[src/rtl/lsag_pkg.sv]
// Shared types and constants of the LED strip animation generator.
// No dependencies; imported by lsag_div and led_strip_animation_generator_unit.
`default_nettype none

package lsag_pkg;

  localparam int unsigned MaxPixels = 64;
  localparam int unsigned PixW      = $clog2(MaxPixels);
  localparam int unsigned CntW      = $clog2(MaxPixels + 1);
  localparam int unsigned QuotW     = 8;
  localparam int unsigned PhaseW    = 11;
  localparam int unsigned PhaseWrap = 256 * 5;
  localparam int unsigned CfgIdxW   = 2;
  localparam int unsigned CfgDataW  = 24;

  typedef enum logic [CfgIdxW-1:0] {
    CFG_ANIM_MODE      = 2'd0,
    CFG_FRAME_INTERVAL = 2'd1,
    CFG_PIXEL_COUNT    = 2'd2,
    CFG_CHASE_COLOR    = 2'd3
  } cfg_idx_e;

  typedef enum logic [1:0] {
    MODE_FIXED   = 2'd0,
    MODE_CHASE   = 2'd1,
    MODE_RAINBOW = 2'd2,
    MODE_SPARE   = 2'd3
  } anim_mode_e;

  typedef enum logic [1:0] {
    ST_IDLE,
    ST_DIV,
    ST_EMIT
  } seq_state_e;

  typedef struct packed {
    logic            start;
    logic [PixW-1:0] dividend;
    logic [CntW-1:0] divisor;
  } div_req_t;

endpackage

`default_nettype wire

[src/rtl/led_strip_animation_generator_unit.sv]
// Top level of the LED strip animation generator: frame timing, pixel sequencer, output register.
// Depends on lsag_pkg and lsag_div.
`default_nettype none

// Each input beat carries the millisecond time. In theater chase or rainbow mode, once
// now - last frame time reaches frame_interval_ms, one frame is sent: one output beat per
// pixel, pixel 0 first, frame_end on the last. A beat that starts no frame is not stalled.
// A chase frame needs no divider; in rainbow mode each pixel waits for the shared divider
// that forms p*256/count one quotient bit per cycle. Input stall stays high until the frame
// has been handed to the output register. Write configuration only while idle.
module led_strip_animation_generator_unit (
  input  logic                             clk_i,
  input  logic                             rst_ni,
  input  logic                             cfg_we_i,
  input  logic [lsag_pkg::CfgIdxW-1:0]     cfg_idx_i,
  input  logic [lsag_pkg::CfgDataW-1:0]    cfg_data_i,
  input  logic                             in_valid_i,
  output logic                             in_stall_o,
  input  logic [31:0]                      now_ms_i,
  output logic                             out_valid_o,
  input  logic                             out_stall_i,
  output logic [5:0]                       pixel_index_o,
  output logic [7:0]                       red_o,
  output logic [7:0]                       green_o,
  output logic [7:0]                       blue_o,
  output logic                             frame_end_o
);
  import lsag_pkg::*;

  // configuration
  logic [1:0]          mode_q;
  logic [15:0]         interval_q;
  logic [CntW-1:0]     pix_cnt_q;
  logic [23:0]         chase_color_q;

  // state
  seq_state_e          state_q, state_d;
  logic [31:0]         last_ms_q, last_ms_d;
  logic [PhaseW-1:0]   phase_q, phase_d;
  logic [1:0]          offset_q, offset_d;
  logic [PixW-1:0]     pix_q, pix_d;
  logic [1:0]          mod3_q, mod3_d;
  logic [CntW-1:0]     count;

  // output register
  logic                out_valid_q, out_valid_d;
  logic [PixW-1:0]     out_pix_q;
  logic [7:0]          out_r_q, out_g_q, out_b_q;
  logic                out_end_q;

  logic                in_beat, animated, due, load, last_pix;
  logic [31:0]         elapsed;
  div_req_t            div_req;
  logic                div_done;
  logic [QuotW-1:0]    quot;
  logic [7:0]          wheel_pos, v, vs;
  logic [7:0]          pix_r, pix_g, pix_b;
  logic [9:0]          v3;

  always_ff @(posedge clk_i or negedge rst_ni) begin
    if (!rst_ni) begin
      mode_q        <= MODE_FIXED;
      interval_q    <= 16'd150;
      pix_cnt_q     <= CntW'(46);
      chase_color_q <= 24'h7F7F7F;
    end else if (cfg_we_i) begin
      case (cfg_idx_i)
        CFG_ANIM_MODE:      mode_q        <= cfg_data_i[1:0];
        CFG_FRAME_INTERVAL: interval_q    <= cfg_data_i[15:0];
        CFG_PIXEL_COUNT:    pix_cnt_q     <= cfg_data_i[CntW-1:0];
        CFG_CHASE_COLOR:    chase_color_q <= cfg_data_i[23:0];
        default: ;
      endcase
    end
  end

  assign count    = (pix_cnt_q > CntW'(MaxPixels)) ? CntW'(MaxPixels) : pix_cnt_q;
  assign elapsed  = now_ms_i - last_ms_q;
  assign animated = (mode_q == MODE_CHASE) || (mode_q == MODE_RAINBOW);
  assign due      = elapsed >= {16'd0, interval_q};
  assign in_beat  = in_valid_i && !in_stall_o;
  assign last_pix = ({1'b0, pix_q} + 1'b1) == count;
  assign load     = (state_q == ST_EMIT) && (!out_valid_q || !out_stall_i);

  // wheel color
  assign wheel_pos = quot + phase_q[7:0];
  assign v         = 8'd255 - wheel_pos;
  always_comb begin
    vs = v;
    if (v < 8'd85) begin
      vs = v;
    end else if (v < 8'd170) begin
      vs = v - 8'd85;
    end else begin
      vs = v - 8'd170;
    end
  end
  assign v3 = {2'b00, vs} + {1'b0, vs, 1'b0};

  always_comb begin
    pix_r = 8'd0;
    pix_g = 8'd0;
    pix_b = 8'd0;
    if (mode_q == MODE_CHASE) begin
      if (mod3_q == offset_q) begin
        pix_r = chase_color_q[23:16];
        pix_g = chase_color_q[15:8];
        pix_b = chase_color_q[7:0];
      end
    end else if (v < 8'd85) begin
      pix_r = 8'd255 - v3[7:0];
      pix_b = v3[7:0];
    end else if (v < 8'd170) begin
      pix_g = v3[7:0];
      pix_b = 8'd255 - v3[7:0];
    end else begin
      pix_r = v3[7:0];
      pix_g = 8'd255 - v3[7:0];
    end
  end

  always_comb begin
    state_d          = state_q;
    last_ms_d        = last_ms_q;
    phase_d          = phase_q;
    offset_d         = offset_q;
    pix_d            = pix_q;
    mod3_d           = mod3_q;
    div_req.start    = 1'b0;
    div_req.dividend = pix_q;
    div_req.divisor  = count;
    in_stall_o       = state_q != ST_IDLE;
    out_valid_d      = out_valid_q && out_stall_i;

    case (state_q)
      ST_IDLE: begin
        if (in_beat && animated && due) begin
          last_ms_d = now_ms_i;
          pix_d     = '0;
          mod3_d    = 2'd0;
          if (count == '0) begin
            if (mode_q == MODE_CHASE) begin
              offset_d = (offset_q == 2'd2) ? 2'd0 : offset_q + 2'd1;
            end else begin
              phase_d = (phase_q == PhaseW'(PhaseWrap - 1)) ? '0 : phase_q + 1'b1;
            end
          end else if (mode_q == MODE_RAINBOW) begin
            div_req.start    = 1'b1;
            div_req.dividend = '0;
            state_d          = ST_DIV;
          end else begin
            state_d = ST_EMIT;
          end
        end
      end
      ST_DIV: begin
        if (div_done) begin
          state_d = ST_EMIT;
        end
      end
      ST_EMIT: begin
        if (load) begin
          out_valid_d = 1'b1;
          if (last_pix) begin
            state_d = ST_IDLE;
            if (mode_q == MODE_CHASE) begin
              offset_d = (offset_q == 2'd2) ? 2'd0 : offset_q + 2'd1;
            end else begin
              phase_d = (phase_q == PhaseW'(PhaseWrap - 1)) ? '0 : phase_q + 1'b1;
            end
          end else begin
            pix_d  = pix_q + 1'b1;
            mod3_d = (mod3_q == 2'd2) ? 2'd0 : mod3_q + 2'd1;
            if (mode_q == MODE_RAINBOW) begin
              div_req.start    = 1'b1;
              div_req.dividend = pix_q + 1'b1;
              state_d          = ST_DIV;
            end
          end
        end
      end
      default: state_d = ST_IDLE;
    endcase
  end

  always_ff @(posedge clk_i or negedge rst_ni) begin
    if (!rst_ni) begin
      state_q     <= ST_IDLE;
      last_ms_q   <= '0;
      phase_q     <= '0;
      offset_q    <= '0;
      pix_q       <= '0;
      mod3_q      <= '0;
      out_valid_q <= 1'b0;
    end else begin
      state_q     <= state_d;
      last_ms_q   <= last_ms_d;
      phase_q     <= phase_d;
      offset_q    <= offset_d;
      pix_q       <= pix_d;
      mod3_q      <= mod3_d;
      out_valid_q <= out_valid_d;
    end
  end

  always_ff @(posedge clk_i) begin
    if (load) begin
      out_pix_q <= pix_q;
      out_r_q   <= pix_r;
      out_g_q   <= pix_g;
      out_b_q   <= pix_b;
      out_end_q <= last_pix;
    end
  end

  lsag_div u_div (
    .clk_i  (clk_i),
    .rst_ni (rst_ni),
    .req_i  (div_req),
    .done_o (div_done),
    .quot_o (quot)
  );

  assign out_valid_o   = out_valid_q;
  assign pixel_index_o = out_pix_q;
  assign red_o         = out_r_q;
  assign green_o       = out_g_q;
  assign blue_o        = out_b_q;
  assign frame_end_o   = out_end_q;

endmodule

`default_nettype wire

[src/rtl/lsag_div.sv]
// Restoring divider: (pixel << 8) / count, one quotient bit per cycle.
// Depends on lsag_pkg. Requires dividend < divisor, so the quotient fits 8 bits.
`default_nettype none

module lsag_div (
  input  logic                                 clk_i,
  input  logic                                 rst_ni,
  input  lsag_pkg::div_req_t                   req_i,
  output logic                                 done_o,
  output logic [lsag_pkg::QuotW-1:0]           quot_o
);
  import lsag_pkg::*;

  localparam int unsigned StepW = $clog2(QuotW);

  logic                busy_q, busy_d;
  logic                done_q, done_d;
  logic [StepW-1:0]    step_q, step_d;
  logic [CntW-1:0]     rem_q, rem_d;
  logic [CntW-1:0]     dvs_q, dvs_d;
  logic [QuotW-1:0]    quot_q, quot_d;
  logic [CntW:0]       shifted;
  logic                fits;

  assign shifted = {rem_q, 1'b0};
  assign fits    = shifted >= {1'b0, dvs_q};

  always_comb begin
    busy_d = busy_q;
    done_d = 1'b0;
    step_d = step_q;
    rem_d  = rem_q;
    dvs_d  = dvs_q;
    quot_d = quot_q;
    if (req_i.start) begin
      busy_d = 1'b1;
      step_d = '0;
      rem_d  = CntW'(req_i.dividend);
      dvs_d  = req_i.divisor;
      quot_d = '0;
    end else if (busy_q) begin
      rem_d  = fits ? CntW'(shifted - {1'b0, dvs_q}) : CntW'(shifted);
      quot_d = {quot_q[QuotW-2:0], fits};
      step_d = step_q + 1'b1;
      if (step_q == StepW'(QuotW - 1)) begin
        busy_d = 1'b0;
        done_d = 1'b1;
      end
    end
  end

  always_ff @(posedge clk_i or negedge rst_ni) begin
    if (!rst_ni) begin
      busy_q <= 1'b0;
      done_q <= 1'b0;
      step_q <= '0;
    end else begin
      busy_q <= busy_d;
      done_q <= done_d;
      step_q <= step_d;
    end
  end

  always_ff @(posedge clk_i) begin
    rem_q  <= rem_d;
    dvs_q  <= dvs_d;
    quot_q <= quot_d;
  end

  assign done_o = done_q;
  assign quot_o = quot_q;

endmodule

`default_nettype wire

[config.mk]
export PLATFORM = sky130hd
export DESIGN_NAME = led_strip_animation_generator_unit
export DESIGN_NICKNAME = d
export VERILOG_FILES = /design/src/rtl/lsag_pkg.sv /design/src/rtl/led_strip_animation_generator_unit.sv /design/src/rtl/lsag_div.sv
export SDC_FILE = /design/constraint.sdc
export NUM_CORES = 1
export LEC_CHECK = 0
export ABC_CLOCK_PERIOD_IN_PS = 7450
export BUFFER_PORTS_ARGS = -buffer_cell sky130_fd_sc_hd__buf_2
export CAP_MARGIN = 20
export CORE_MARGIN = 2
export CORE_UTILIZATION = 42
export DETAILED_ROUTE_END_ITERATION = 12
export GPL_TIMING_DRIVEN = 0
export SLEW_MARGIN = 20
export SYNTH_ARGS = -nofsm -noshare
export SYNTH_HDL_FRONTEND = slang
export SYNTH_SLANG_ARGS = --single-unit
[constraint.sdc]
create_clock -name clk_i -period 7.45 [get_ports clk_i]
set_input_delay 1.49 -clock clk_i [delete_from_list [all_inputs] [get_ports clk_i]]
set_output_delay 1.49 -clock clk_i [all_outputs]
set_load 0.01 [all_outputs]
; ---- Word level (Yosys, flattened, before mapping)
; Index checks and enable logic that the tools add are counted.
[word_totals]
out_inout_bits = 33
ff_bits = 163
word_cells = 153
input_bits = 63
[classes]
mux = 66
add_sub_neg = 14
n_reduce_logical = 24
magnitude_cmp = 5
eq_ne = 21
[op_table]
columns = op, count
row1 = $mux W8, 14
row2 = $mux W11, 6
row3 = $mux W7, 8
row4 = $mux W2, 17
row5 = $ge A32 B16 Y1, 1
row6 = $sub A32 B32 Y32, 1
row7 = $mux W6, 5
row8 = $pmux W11 S2, 1
row9 = $add A8 B8 Y8, 2
row10 = $sub A8 B8 Y8 const A, 2
row11 = $pmux W7 S2, 1
row12 = $eq A2 B2 Y1 const B, 6
row13 = $ne A2 B2 Y1 const B, 6
row14 = $pmux W6 S2, 1
row15 = $add A11 B1 Y11 const B, 1
row16 = $eq A11 B11 Y1 const B, 1
row17 = $reduce_and A2 Y1, 5
row18 = $reduce_and A5 Y1, 2
row19 = $ge A8 B7 Y1, 1
row20 = $lt A8 B7 Y1 const B, 1
row21 = $lt A8 B8 Y1 const B, 1
row22 = $mux W1, 8
row23 = $pmux W2 S2, 2
row24 = $sub A8 B7 Y8 const B, 1
row25 = 22 further kinds, 36

; ---- Depth between registers and ports, before layout
[logic_depth]
word_depth = 10
ltp_mapped = 26
depth_no_buf = 26

; ---- By module
; A second synthesis with hierarchy kept.
[hier_totals]
cells_unflattened = 1133
area_unflattened_um2 = 11091.9
[modules_own_cells]
columns = module, area_per_inst_um2, cells_each, instances, seq_area_each_um2
row1 = led_strip_animation_generator_unit, 9631.7, 995, 1, 3594.7
row2 = lsag_div, 1460.2, 138, 1, 695.7

; ---- Worst setup path after synthesis
; OpenSTA, ideal clock, no wires.
[synth_timing]
kind = register to register
startpoint = register phase_q[0]
endpoint = register out_r_q[7], in the netlist red_o[7] (data pin)
period_less_slack_ns = 5.320
stages_incl_launch_ff = 26
path_slack_ns = 2.130
n_path_buf = 0
arrival_ns = 5.064
required_ns = 7.194
setup_ns = 0.256
cell_sequence = dfrtp_1 ha_1 inv_1 fa_1 a21o_1 a21oi_1 o21bai_1 a21oi_1 xor2_1 a21oi_2 inv_2 a211oi_1 a31o_2 ha_1 inv_1 fa_1 inv_1 a21oi_1 o21bai_1 a21o_1 a21oi_1 xnor2_1 xnor2_1 ha_1 a32o_1 a31o_2
[synth_via]
elab_chain_cells = 9
elab_cells_between_ends = 13
cone_classes = add/sub: 6 / order compare: 2 / mux: 5
[synth_rtl]
columns = item, line_no
row1 = from (decl), led_strip_animation_generator_unit.sv:39  ; logic [PhaseW-1:0] phase_q, phase_d;
row2 = from (signal assigned), led_strip_animation_generator_unit.sv:198  ; phase_q <= phase_d;
row3 = $add A8 B8 Y8 (*), led_strip_animation_generator_unit.sv:86  ; assign wheel_pos = quot + phase_q[7:0];
row4 = $sub A8 B8 Y8 (*), led_strip_animation_generator_unit.sv:87  ; assign v = 8'd255 - wheel_pos;
row5 = "$sub A8 B8 Y8, or another cell as far along", led_strip_animation_generator_unit.sv:95  ; vs = v - 8'd170;
row6 = $mux W8, led_strip_animation_generator_unit.sv:92  ; end else if (v < 8'd170) begin
row7 = $mux W8, led_strip_animation_generator_unit.sv:90  ; if (v < 8'd85) begin
row8 = $add A8 B8 Y8, led_strip_animation_generator_unit.sv:98  ; assign v3 = {2'b00, vs} + {1'b0, vs, 1'b0};
row9 = $sub A8 B8 Y8 / $mux W8 (equally long branches), "led_strip_animation_generator_unit.sv:111, led_strip_animation_generator_unit.sv:113"
row10 = $mux W8 (*), led_strip_animation_generator_unit.sv:110  ; end else if (v < 8'd85) begin
row11 = $mux W8 (*), led_strip_animation_generator_unit.sv:104  ; if (mode_q == MODE_CHASE) begin
row12 = via pix_r[7], led_strip_animation_generator_unit.sv:57  ; logic [7:0] pix_r, pix_g, pix_b;
row13 = to (signal assigned), led_strip_animation_generator_unit.sv:209  ; out_r_q <= pix_r;
row14 = to (decl), led_strip_animation_generator_unit.sv:48  ; logic [7:0] out_r_q, out_g_q, out_b_q;
; Mark *: on every way through the listed nets, which the timed path passes. The rest lies on a longest branch.
; A chain may end at the register's enable or synchronous reset.

; ---- Worst setup path in the final report
; Ends and elaborated chain as after synthesis.

==> run summary <==
The run finished with clean final reports. Static timing analysis puts the maximum clock frequency at approximately 160 MHz. Setup repair after global routing left no endpoint under its margin. When the netlist entered floorplanning its net count stood at between 1k and 1.5k. The met2 routing resource usage after global routing is a little under a third.

The slew of the pin with the lowest slew margin is 1.101 ns. The die extent in y is about 170 um. In this run, post-CTS repair resized a total of 0 instances. The number of sinks driven by the clock tree is 163. The startpoint identified for the worst register-to-register timing path is phase_q[0]. STA classifies the critical path endpoint as a flip-flop.

Global routing consumed, on the met1 layer, 27.22% of the routing resources. The count of antenna-violating nets left after detailed routing came out at 0. The post-detailed-route DRC marker count is 0. The most common library cell in the layout ignoring fill and taps is sky130_fd_sc_hd__buf_2.

The register bit total from synthesis is around 160. Buffers placed on the I/O ports in this run total 95. The number of setup buffers added after CTS is 0. The tree is rooted in a sky130_fd_sc_hd__clkbuf_16.

The fraction of the yosys area taken by sequential cells came out at between 30% and 40%. At the end of routability-driven placement, the weighted congestion stood at 0.8837. The detailed-routing iteration count for the pre-antenna-repair pass is 5.

The arrival time reported for the critical path endpoint is about 6.3 ns. The worst slew margin relative to its limit came out at between 20% and 30%. The largest net degree at the start of global routing came out at between 60 and 70. The per-instance average area after synthesis came out at between 9 and 10 um^2. The via count of the first global-routing pass is approximately 8.4k. The core footprint is 0.02621 mm^2. TritonCTS built the clock tree. The number of flops mapped to enable cells by yosys is 44. The I/O pin total is 96. The number of different library cells used by synthesis comes to 96.

In the finished design, the share of the clock period the worst path needs comes to around 80%. The global routing stage identified its most utilized layer as met2. The terminus of the critical flop-to-flop path is red_o[7]. The number of violations of the max-capacitance limit is 0. The worst hold path belongs to the class flip-flop to flip-flop. The overall via count from detail_route came out at around 8.7k. Measured in cells, the most critical reg-to-reg path has a length of 25. After routing, the total negative slack on setup checks comes to 0 ns.

The clock period minus worst slack came out at between 6 and 7 ns. The share of flip-flops with an asynchronous set or reset after synthesis came out at 67.48%. The count of fill cells added during filler insertion came out at 2438. The type of the setup path with the least slack is flip-flop to flip-flop. The share of layout cells above drive strength 1 is around 23%. The cell count of the worst hold path is 0. The post-detailed-placement half-perimeter wirelength came out at ~20000 um. The routed wire length came out at 26620 um. The global routing usage summed across all routing layers came out at between 10% and 20%. The CTS H-tree depth came out at 4. In this run, the number of DRC markers left after iteration 0 of detailed routing was approximately 540. Clock tree synthesis inserted a total of 17 buffers. Of all nets on the critical path, the largest fanout is 16. The initialized floorplan defines around 60 standard-cell rows. The total count of hold-check failures in the final report is 0. The register-to-register setup slack is roughly 1.3 ns.

In the routed layout, each cell is associated on average with a via count of about 5.4. The area growth from synthesis to layout is 13.84%. The clock network latency to the later pin of the worst-skew pair is between 0.4 and 0.5 ns.

The library cells used most frequently in the layout, excluding fill and tap cells, are 104 x sky130_fd_sc_hd__buf_2, 102 x sky130_fd_sc_hd__inv_1, 92 x sky130_fd_sc_hd__ha_1. The clock tree skew after final layout is between 0.01 and 0.015 ns. Of all cell types, the one taking the most synthesized area is sky130_fd_sc_hd__dfrtp_1. At the worst endpoint, the required time is between 7 and 8 ns. The number of setup violations in the final report is 0. The die width came out at 167.8 um. The kind of start point of the critical path is a flip-flop. The starting utilization of the core area came out at 42.99%. The main flop type after synthesis is sky130_fd_sc_hd__dfrtp_1. The count of warnings emitted by yosys is 0. The die covers around 0.028 mm^2. Summing every instance area after synthesis gives 0.01127 mm^2. The number of max-slew violations in the final report was 0. The routing usage on met3 is between 2 and 3%.

The worst hold path begins at pix_q[4]. The largest buffer count on any clock path came out at 2. Dividing the detail-routed wire length by the instance count gives approximately 17 um. The worst hold path terminates at pixel_index_o[4]. The count of hold-fix buffers inserted at cts came out at 0. The number of antenna violations at the first check in global routing came to 0. By area the synthesized netlist is led by sky130_fd_sc_hd__dfrtp_1 18%, sky130_fd_sc_hd__edfxtp_1 12%, sky130_fd_sc_hd__ha_1 10%. The total global routing overflow came out at 0. The global-route wire length before repair is around 44000 um.

The clock slew seen by the registers of the worst setup and hold paths is 0.08 ns. Of the post-synthesis cell area, the dominant cell type holds about 18%. Synthesis produced a netlist whose cell count is between 1k and 1.5k. At the end of the flow, the number of nets in the layout was 1416.
[cell families (layout without fill, tap and decap cells)]
group,count (synthesis),after routing,synth area share (%)
buf+inv,146,275,5.841
other cells,0,1,0
fa+ha+maj,96,96,10.93
xor+xnor,57,57,4.431
simple gates,314,314,14.84
mux,101,101,9.883
flops,163,163,38.08
compound gates,264,264,16.00
[sequential cells by signal, indices dropped and copies added (netlist names)]
signal	count
pix_q	6
out_valid_o	1
red_o	8
last_ms_q	32
u_div.rem_q	7
offset_q	2
u_div.busy_q	1
mod3_q	2
frame_end_o	1
u_div.quot_o	8
u_div.step_q	3
green_o	8
chase_color_q	24
u_div.done_o	1
state_q	2
pix_cnt_q	7
blue_o	8
pixel_index_o	6
mode_q	2
u_div.dvs_q	7
interval_q	16
phase_q	11
[routing by layer]
metal  wire length (um)  share of wire [%]
met1              12870                 48
met3               1017                3.8
met5                  0                  0
met4                572                2.1
met2              12160                 46
[cell type report]
class	count	area (um^2)	area share [%]
clock inverters	14	157.7	1.229
clock buffers	18	439.2	3.424
flip-flops and latches	163	4290	33.45
well taps	335	419.2	3.268
diodes	1	2.502	0.01951
plain buffers	42	267.8	2.088
repair buffers	97	529.3	4.126
multi-input cells	832	6330	49.35
inverters	104	390.4	3.044
[worst max-delay path, stage by stage, from the launching register on]
cell,delay [ns]
sky130_fd_sc_hd__dfrtp_1,0.44
sky130_fd_sc_hd__ha_1,0.20
sky130_fd_sc_hd__inv_1,0.05
sky130_fd_sc_hd__fa_1,0.39
sky130_fd_sc_hd__a21o_1,0.19
sky130_fd_sc_hd__a21oi_1,0.28
sky130_fd_sc_hd__o21bai_1,0.10
sky130_fd_sc_hd__a21oi_1,0.26
sky130_fd_sc_hd__xor2_1,0.17
sky130_fd_sc_hd__a21oi_2,0.61
sky130_fd_sc_hd__inv_2,0.32
sky130_fd_sc_hd__a211oi_1,0.31
sky130_fd_sc_hd__a31o_2,0.17
sky130_fd_sc_hd__ha_1,0.17
sky130_fd_sc_hd__inv_1,0.06
sky130_fd_sc_hd__fa_1,0.39
sky130_fd_sc_hd__inv_1,0.07
sky130_fd_sc_hd__a21oi_1,0.06
sky130_fd_sc_hd__o21bai_1,0.20
sky130_fd_sc_hd__a21o_1,0.15
sky130_fd_sc_hd__a21oi_1,0.07
sky130_fd_sc_hd__xnor2_1,0.38
sky130_fd_sc_hd__xnor2_1,0.14
sky130_fd_sc_hd__ha_1,0.20
sky130_fd_sc_hd__a32o_1,0.23
sky130_fd_sc_hd__a31o_2,0.24
[how the worst max path moves through the flow]
stage,endpoint,depth (start not counted),start
floorplan,red_o[7],25,phase_q[0]
global placement,u_div.rem_q[2],21,now_ms_i[0]
detailed placement,u_div.rem_q[1],21,now_ms_i[0]
CTS,red_o[7],25,phase_q[0]
global route,red_o[7],25,phase_q[0]
finish,red_o[7],25,phase_q[0]
[cells in the mapped netlist (4+ instances only)]
cell type / number
sky130_fd_sc_hd__o21ai_1: 16
sky130_fd_sc_hd__o21a_1: 11
sky130_fd_sc_hd__buf_2: 10
sky130_fd_sc_hd__o21ai_0: 51
sky130_fd_sc_hd__edfxtp_1: 44
sky130_fd_sc_hd__and3_1: 7
sky130_fd_sc_hd__nor2_1: 76
sky130_fd_sc_hd__inv_1: 102
sky130_fd_sc_hd__a211oi_1: 9
sky130_fd_sc_hd__dfstp_2: 29
sky130_fd_sc_hd__a21oi_1: 64
sky130_fd_sc_hd__dfxtp_1: 9
sky130_fd_sc_hd__ha_1: 92
sky130_fd_sc_hd__xor2_1: 17
sky130_fd_sc_hd__o22ai_1: 5
sky130_fd_sc_hd__mux2i_1: 19
sky130_fd_sc_hd__buf_6: 8
sky130_fd_sc_hd__nand4_1: 14
sky130_fd_sc_hd__dfrtp_1: 81
sky130_fd_sc_hd__xnor2_1: 40
sky130_fd_sc_hd__o31ai_1: 11
sky130_fd_sc_hd__nand2_1: 87
sky130_fd_sc_hd__nand3_1: 28
sky130_fd_sc_hd__mux2_1: 25
sky130_fd_sc_hd__buf_4: 7
sky130_fd_sc_hd__o21bai_1: 5
sky130_fd_sc_hd__a31oi_1: 7
sky130_fd_sc_hd__nor2_4: 9
sky130_fd_sc_hd__clkbuf_1: 14
sky130_fd_sc_hd__and2_1: 5
sky130_fd_sc_hd__a22o_1: 9
sky130_fd_sc_hd__mux2_2: 57
sky130_fd_sc_hd__a21o_1: 12
sky130_fd_sc_hd__nand2b_1: 14
sky130_fd_sc_hd__a21oi_2: 7
sky130_fd_sc_hd__nor2b_1: 16
sky130_fd_sc_hd__nor3_1: 20
sky130_fd_sc_hd__nor4b_1: 4
sky130_fd_sc_hd__o211ai_1: 6
sky130_fd_sc_hd__fa_1: 4
sky130_fd_sc_hd__or2_1: 4
[per-stage QoR]
stage	cell area (um^2)	utilization [%]	cells	worst slack, ns	hold slack (ns)
floorplan	11270	-	1141	2.130	0.4196
CTS	12820	48.93	1605	1.357	0.4576
global placement	12160	46.41	1571	1.302	0.4345
global route	12820	48.93	1605	0.8403	0.4622
finish	12830	48.94	1606	1.329	0.4535
detailed placement	12230	46.66	1573	1.327	0.4402
Power is not shown: default switching activity piles up to over one toggle a cycle in this logic, so the estimate is an artifact.
